[config.mk]
export PLATFORM = sky130hd
export DESIGN_NAME = int32_to_fp12_round_even_core
export DESIGN_NICKNAME = d
export VERILOG_FILES = /design/src/rtl/core/i2fp12_pkg.sv /design/src/rtl/core/int32_to_fp12_round_even_core.sv
export VERILOG_INCLUDE_DIRS = /design/src /design/src/rtl/core
export SDC_FILE = /design/constraint.sdc
export NUM_CORES = 1
export LEC_CHECK = 0
export ABC_CLOCK_PERIOD_IN_PS = 2900
export BUFFER_PORTS_ARGS = -buffer_cell sky130_fd_sc_hd__buf_2
export CAP_MARGIN = 10
export CORE_ASPECT_RATIO = 0.9
export CORE_MARGIN = 2
export CORE_UTILIZATION = 45
export DETAILED_ROUTE_END_ITERATION = 10
export PLACE_DENSITY = 0.65
export SYNTH_ARGS = -nofsm -noshare
export SYNTH_HDL_FRONTEND = slang
export SYNTH_SLANG_ARGS = --single-unit
[constraint.sdc]
create_clock -name clock -period 2.9 [get_ports clock]
set_clock_uncertainty 0.15 [all_clocks]
set_input_delay 0.435 -clock clock [delete_from_list [all_inputs] [get_ports clock]]
set_output_delay 0.435 -clock clock [all_outputs]
set_load 0.01 [all_outputs]
[src/rtl/core/int32_to_fp12_round_even_core_defines.svh]
// Assertion macros shared by the int32 to fp12 converter RTL.
// Depends on nothing; expects signals named clock and reset in the using module.
`ifndef INT32_TO_FP12_ROUND_EVEN_CORE_DEFINES_SVH
`define INT32_TO_FP12_ROUND_EVEN_CORE_DEFINES_SVH

// same-cycle implication, disabled during reset
`define I2FP_ASSERT_NOW(lbl, ante, cons, msg) \
   lbl: assert property (@(posedge clock) disable iff (reset) (ante) |-> (cons)) else $error(msg);

// next-cycle implication, disabled during reset
`define I2FP_ASSERT_NEXT(lbl, ante, cons, msg) \
   lbl: assert property (@(posedge clock) disable iff (reset) (ante) |=> (cons)) else $error(msg);

`endif

[src/rtl/core/i2fp12_pkg.sv]
// Types and constants for the int32 to fp12 converter.
// No dependencies.
package i2fp12_pkg;

   localparam logic [5:0] EXP_TOP  = 6'd62;   // exponent of 2^31
   localparam logic [5:0] EXP_INF  = 6'd63;
   localparam int unsigned SIGN_COPIES = 5;

   // after sign/magnitude split
   typedef struct packed {
      logic        sign;
      logic        zero;
      logic [31:0] mag;
   } s1_type;

   // after coarse normalization (shifts of 16, 8, 4)
   typedef struct packed {
      logic        sign;
      logic        zero;
      logic [31:0] mag;
      logic [2:0]  lz_hi;
   } s2_type;

   // after fine normalization, fields ready for rounding
   typedef struct packed {
      logic       sign;
      logic       zero;
      logic [5:0] expo;
      logic [5:0] frac;    // hidden one plus five fraction bits
      logic       guard;
      logic       sticky;
   } s3_type;

endpackage

[src/rtl/core/int32_to_fp12_round_even_core.sv]
// Throughput one item per cycle; accepted items pass stages 1 to 4 to rsp_strobe.
// busy is held low: every stage advances every cycle and results cannot be stalled.
// Reset (synchronous, active high) clears the stage valid bits only; no item in flight
// survives it and rsp_strobe is low in the cycle after reset.
// Depends on i2fp12_pkg and int32_to_fp12_round_even_core_defines.svh.
`include "int32_to_fp12_round_even_core_defines.svh"

module int32_to_fp12_round_even_core (
   input  logic        clock,
   input  logic        reset,
   input  logic        start,
   output logic        busy,
   input  logic [31:0] req_int_value,
   output logic        rsp_strobe,
   output logic [15:0] rsp_fp12_word
);
   import i2fp12_pkg::*;

   // Pipeline:
   //   stage 1  two's-complement magnitude, zero and sign flags
   //   stage 2  normalize by 16, 8, 4 (upper three leading-zero bits)
   //   stage 3  normalize by 2, 1; exponent, guard and sticky
   //   stage 4  round to nearest even, carry into exponent, pack (output register)

   logic        accept;

   logic        s1_valid_ff, s2_valid_ff, s3_valid_ff, out_valid_ff;
   s1_type      s1_ff, s1_in;
   s2_type      s2_ff, s2_in;
   s3_type      s3_ff, s3_in;
   logic [15:0] out_word_ff, out_word_in;

   assign busy   = 1'b0;
   assign accept = start & ~busy;

   // ---- stage 1: sign and magnitude -------------------------------------------
   // the most negative value negates to itself, read unsigned as 2^31
   always_comb begin
      s1_in.sign = req_int_value[31];
      s1_in.zero = (req_int_value == 32'd0);
      s1_in.mag  = req_int_value[31] ? (32'd0 - req_int_value) : req_int_value;
   end

   // ---- stage 2: coarse leading-zero normalization ----------------------------
   always_comb begin
      logic [31:0] n;
      n           = s1_ff.mag;
      s2_in.lz_hi = 3'd0;
      if (n[31:16] == 16'd0) begin
         s2_in.lz_hi[2] = 1'b1;
         n              = n << 16;
      end
      if (n[31:24] == 8'd0) begin
         s2_in.lz_hi[1] = 1'b1;
         n              = n << 8;
      end
      if (n[31:28] == 4'd0) begin
         s2_in.lz_hi[0] = 1'b1;
         n              = n << 4;
      end
      s2_in.sign = s1_ff.sign;
      s2_in.zero = s1_ff.zero;
      s2_in.mag  = n;
   end

   // ---- stage 3: fine normalization, exponent, round bits ---------------------
   always_comb begin
      logic [31:0] n;
      logic [1:0]  lz_lo;
      n     = s2_ff.mag;
      lz_lo = 2'd0;
      if (n[31:30] == 2'd0) begin
         lz_lo[1] = 1'b1;
         n        = n << 2;
      end
      if (n[31] == 1'b0) begin
         lz_lo[0] = 1'b1;
         n        = n << 1;
      end
      s3_in.sign   = s2_ff.sign;
      s3_in.zero   = s2_ff.zero;
      s3_in.expo   = EXP_TOP - {1'b0, s2_ff.lz_hi, lz_lo};
      s3_in.frac   = n[31:26];
      s3_in.guard  = n[25];
      s3_in.sticky = |n[24:0];
   end

   // ---- stage 4: round to nearest even and pack -------------------------------
   always_comb begin
      logic       inc;
      logic [6:0] sum;
      logic [5:0] expo;
      logic [4:0] frac;
      inc  = s3_ff.guard & (s3_ff.sticky | s3_ff.frac[0]);
      sum  = {1'b0, s3_ff.frac} + {6'd0, inc};
      expo = s3_ff.expo;
      frac = sum[4:0];
      if (sum[6]) begin
         // carry out of the fraction: mantissa becomes 1.00000
         frac = 5'd0;
         expo = (s3_ff.expo == EXP_TOP) ? EXP_INF : s3_ff.expo + 6'd1;
      end
      if (s3_ff.zero) begin
         out_word_in = 16'd0;
      end else begin
         out_word_in = {{SIGN_COPIES{s3_ff.sign}}, expo, frac};
      end
   end

   // ---- registers -------------------------------------------------------------
   always_ff @(posedge clock) begin
      if (reset) begin
         s1_valid_ff  <= 1'b0;
         s2_valid_ff  <= 1'b0;
         s3_valid_ff  <= 1'b0;
         out_valid_ff <= 1'b0;
      end else begin
         s1_valid_ff  <= accept;
         s2_valid_ff  <= s1_valid_ff;
         s3_valid_ff  <= s2_valid_ff;
         out_valid_ff <= s3_valid_ff;
      end
   end

   // payload: no reset, loaded every cycle
   always_ff @(posedge clock) begin
      s1_ff       <= s1_in;
      s2_ff       <= s2_in;
      s3_ff       <= s3_in;
      out_word_ff <= out_word_in;
   end

   assign rsp_strobe    = out_valid_ff;
   assign rsp_fp12_word = out_word_ff;

   // ---- assertions ------------------------------------------------------------
   `I2FP_ASSERT_NEXT(a_valid_chain, s1_valid_ff, s2_valid_ff, "valid lost between stages")
   `I2FP_ASSERT_NOW(a_normalized, s3_valid_ff && !s3_ff.zero, s3_ff.frac[5], "leading one missing")
   `I2FP_ASSERT_NEXT(a_zero_word, s3_valid_ff && s3_ff.zero, rsp_fp12_word == 16'd0, "zero not zero")
   `I2FP_ASSERT_NOW(a_sign_copies, rsp_strobe, ($countones(rsp_fp12_word[15:11]) == 0) || ($countones(rsp_fp12_word[15:11]) == 5), "sign copies differ")
   `I2FP_ASSERT_NOW(a_inf_frac, rsp_strobe && (rsp_fp12_word[10:5] == EXP_INF), rsp_fp12_word[4:0] == 5'd0, "infinity with fraction")

endmodule
## Yosys cells after proc, flatten, opt, wreduce, memory -nomap -nowiden

Index checks and enable logic that the tools add are counted.
Widths: inputs -> output; s select.

| cells by class | value |
|---|---|
| add/subtract/negate cells | 4 |
| multipliers | 0 |
| divide/modulo/power cells | 0 |
| $lt $le $gt $ge | 0 |
| eq/ne operators | 1 |
| shift-type cells | 0 |
| muxes and demuxes | 13 |
| bitwise gates (word level) | 2 |
| reductions and logical operators | 7 |

Operator list:

| cell | number |
|---|---|
| $mux 32 | 4 |
| $mux 31 | 2 |
| $logic_not 32->1 | 1 |
| $sub 1x32->32 const A | 1 |
| $reduce_or 25->1 | 1 |
| $logic_not 16->1 | 1 |
| $mux 6 | 2 |
| $logic_not 8->1 | 1 |
| $add 6x1->7 | 1 |
| $add 6x1->6 const B | 1 |
| $eq 6x6->1 const B | 1 |
| $sub 6x5->6 const A | 1 |
| $mux 1 | 5 |
| $logic_not 4->1 | 1 |
| $logic_not 2->1 | 1 |
| $reduce_or 2->1 | 1 |
| $and 1x1->1 | 1 |
| $or 1x1->1 | 1 |

| word-level totals | value |
|---|---|
| register bits | 103 |
| bits in latches | 0 |
| RAM bits | 0 |
| ROM bits | 0 |
| output and inout bits | 18 |
| memories kept | 0 |

## Depth between registers and ports, before layout

| logic depth | value |
|---|---|
| depth after elaboration | 6 |
| gate-level depth with buffers | 9 |
| gate-level depth less buffers | 8 |

## Least setup slack after synthesis

OpenSTA, ideal clock, no wires.

| timing | value |
|---|---|
| kind | input-to-reg |
| start point | input port req_int_value[5] |
| end point | register s1_ff[17] in the netlist's numbering |
| data arrival time | 1954 ps |
| path slack | 678 ps |
| stages on the path | 4 |
| path buffers | 0 |
| cell sequence | or4_4 > or4_1 > o41a_1 > xor2_1 |

RTL lines:

| what | line | text |
|---|---|---|
| from (decl) | int32_to_fp12_round_even_core.sv:13 | `input logic [31:0] req_int_value,` |
| to (signal assigned) | int32_to_fp12_round_even_core.sv:127 | `s1_ff <= s1_in;` |
| to (decl) | int32_to_fp12_round_even_core.sv:28 | `s1_type s1_ff, s1_in;` |

==> results.yml <==
run_status:
  outcome: "completed"
floorplan:
  start_util_pct: 46.94
  die_w_um: 107.3
  row_count: 33
  pin_count: 53
  die_area_um2: 10400
  die_y_um: 96.97
  coreArea_um2: 9208
critical_path:
  slowest_stage: "or4_1"
  r2r_slack_ns: 0.48
  slowest_delay_ns: 0.83
  crit_chain: "or4_1, nor4_2, buf_4, and3_1, a221oi_1, mux2i_1"
  cp.arrival_ns: 2.54
  worstSetupPathType: "reg2reg"
  cp_max_fo: 21
  critPathRequiredTime_ns: 3.02
  critPathCaptureType: "flip-flop"
  worst_setup_path_start_kind: "flip-flop"
power_and_ir_drop:
  p_per_area_nw_per_um2: 650.4
  irDropWorstVdd_mv: 0.2234
  p_leak_nw: 1.909
timing:
  fin_crit_ns: 2.425
  hold_viol: 0
  rsz0062_at_grt: "no"
  slew-limit-headroom_pct: 57.39
  setup_viol: 0
  min_period_over_period_pct: 83.62
  slew_viol_final: 0
  tns_ns: 0
  max_freq_mhz: 412.4
  worst_pin_slew_ns: 0.6367
drt:
  avgViaCountPerCell: 5.535
  drt_iter0_drc: 315
  first_pass_iters: 4
  drc_errors: 0
  wl_per_cell_um: 14.89
  antenna_left: 0
  via_count: 3332
  wirelength_um: 8964
cts:
  htreeDepth: 3
  tritoncts: "yes"
  cts_setup_buffers: 0
  cts_root_buf: "clkbuf_8"
  insertion_delay_ns: 0.37
  clock_sinks: 103
  ctsHoldBuffers: 0
  cts-resized-gates: 0
  path_clk_slew_ns: 0.09
  cts_made_buffers: 9
  cts_max_path_buffers: 2
synth:
  synth-seq-area-share_pct: 47.71
  ys.flop_type: "dfxtp_1"
  synth-async-reset-ratio_pct: 0
  yosys_warnings: 0
  syn-cell-area_um2: 4322
  netlist_top_cells_count: "dfxtp_1, xnor2_1, nand2_1"
  yosysTopAreaCell: "dfxtp_1"
  syn_area_per_cell_um2: 10.03
  synth.distinct_cells: 57
  synth_edf_count: 0
  synthTopCellsByArea: "dfxtp_1, xnor2_1, mux2i_1"
  synthMostInstantiatedCell: "dfxtp_1"
  synth_top_cell_area_share_pct: 47.71
  syn_nets: 472
  yosys_register_bits: 103
  synth_cells: 431
global_routing:
  grt_pass1_wl_um: 14850
  grt_antenna_before_repair: 0
  grt_pass1_vias: 3072
  grt_max_degree: 35
  gr-usage-all-layers_pct: 17.81
  overflow: 0
place:
  finalWeightedCongestion: 0.9130
  hpwl_um: 6689
  port-buffer-count: 51
final_layout:
  antennaDiodeCount: 0
  syn2layout_area_growth_pct: 11.93
  final_core_util_pct: 52.53
  fillerInstances: 843
  final_nets: 516
  layout-drive-gt1-share_pct: 18.75
hold_path:
  hold_class: "in2reg"
flow_run:
  max-cap-violations: 0
## per-layer routing
layer	vias to the layer above	share of wire, %	global-route usage, %
met3	14	5.2	3.100
li1	1674	-	-
met4	0	2.0	8.292
met2	106	46	27.51
met5	-	0	0
met1	1538	47	24.09
## sequential cells by signal, summed over array words and instances, names as in the netlist
register / flops
s3_valid_ff: 1
s2_ff: 37
s2_valid_ff: 1
rsp_strobe: 1
s1_valid_ff: 1
s1_ff: 34
s3_ff: 16
rsp_fp12_word: 12
## cells by family (layout without fill, tap and decap cells)
family,Yosys count,after routing,synth area share (%)
buffers and inverters,32,81,3.764
flip-flops,103,103,47.71
XOR/XNOR,35,35,7.093
multiplexers,19,19,4.458
adder cells (fa/ha/maj),6,6,1.737
AND/OR/NAND/NOR,123,123,16.99
other,1,1,0.08677
AO/OA/AOI/OAI,112,112,18.15
## through the flow
stage               power (mW)  instances  area, um2  setup slack [ns]  hold slack (ns)
floorplan                2.102        431       4322            0.6782           0.1596
global placement         2.283        586       4641            0.5137           0.1620
detailed placement       2.298        586       4641            0.4863           0.1621
CTS                      3.171        602       4837            0.5128           0.1004
global route             3.316        602       4837            0.3554           0.1019
finish                   3.146        602       4837            0.4750           0.1197
## cells in the final DEF (no fill, tap or decap), types with 4 or more instances in the layout
| cell | netlist | layout |
|---|---|---|
| nor2b_1 | 6 | 6 |
| a211oi_1 | 5 | 5 |
| a221oi_1 | 8 | 8 |
| xnor2_1 | 31 | 31 |
| o21a_1 | 5 | 5 |
| or4_1 | 10 | 10 |
| nor4_1 | 11 | 11 |
| inv_1 | 8 | 8 |
| a21oi_1 | 19 | 19 |
| buf_2 | 5 | 51 |
| and2_1 | 7 | 7 |
| a2bb2oi_1 | 4 | 4 |
| buf_4 | 5 | 5 |
| a31oi_1 | 6 | 6 |
| nor2_1 | 18 | 18 |
| xor2_1 | 4 | 4 |
| or3_1 | 4 | 4 |
| a22oi_1 | 13 | 13 |
| mux2i_1 | 17 | 17 |
| clkbuf_8 | 0 | 9 |
| nand2_1 | 24 | 24 |
| dfxtp_1 | 103 | 103 |
| nand3_1 | 7 | 7 |
| and3_1 | 9 | 9 |
| o31ai_1 | 9 | 9 |
| o21ai_0 | 22 | 22 |
| nor4b_1 | 5 | 5 |
| nor3_1 | 6 | 6 |
| a21o_1 | 4 | 4 |
| ha_1 | 6 | 6 |
| a22o_1 | 4 | 4 |
## worst paths after layout
check                 start     endpoint  depth (start not counted)
setup / recovery  s1_ff[28]    s2_ff[22]                          6
hold / removal        reset  s1_valid_ff                          2
setup reg to reg  s1_ff[28]    s2_ff[22]                          6
hold reg to reg   s2_ff[36]    s3_ff[15]                          0
## cell type report
cell class              count  area [um2]  share of cell area, %
clock buffers              10       127.6                  2.638
clock inverters             6       68.82                  1.423
inverters                   9       36.28                 0.7501
multi-input cells         296        2097                  43.35
flip-flops and latches    103        2062                  42.63
well taps                 122       152.6                  3.156
repair buffers             56       292.8                  6.053
## report_power, final
| group | switching, mW | total, mW | internal, mW |
|---|---|---|---|
| Sequential | 0.142 | 1.75 | 1.61 |
| Clock | 0.477 | 0.883 | 0.406 |
| Combinational | 0.257 | 0.508 | 0.251 |
## worst max-delay path: cells and delay by family, from the launching register on
kind | cells | cell delay, ns
AO/OA/AOI/OAI | 1 | 0.07
buffers and inverters | 1 | 0.28
flip-flops | 1 | 0.33
multiplexers | 1 | 0.24
AND/OR/NAND/NOR | 3 | 1.26
(Power assumes the default switching activity.)
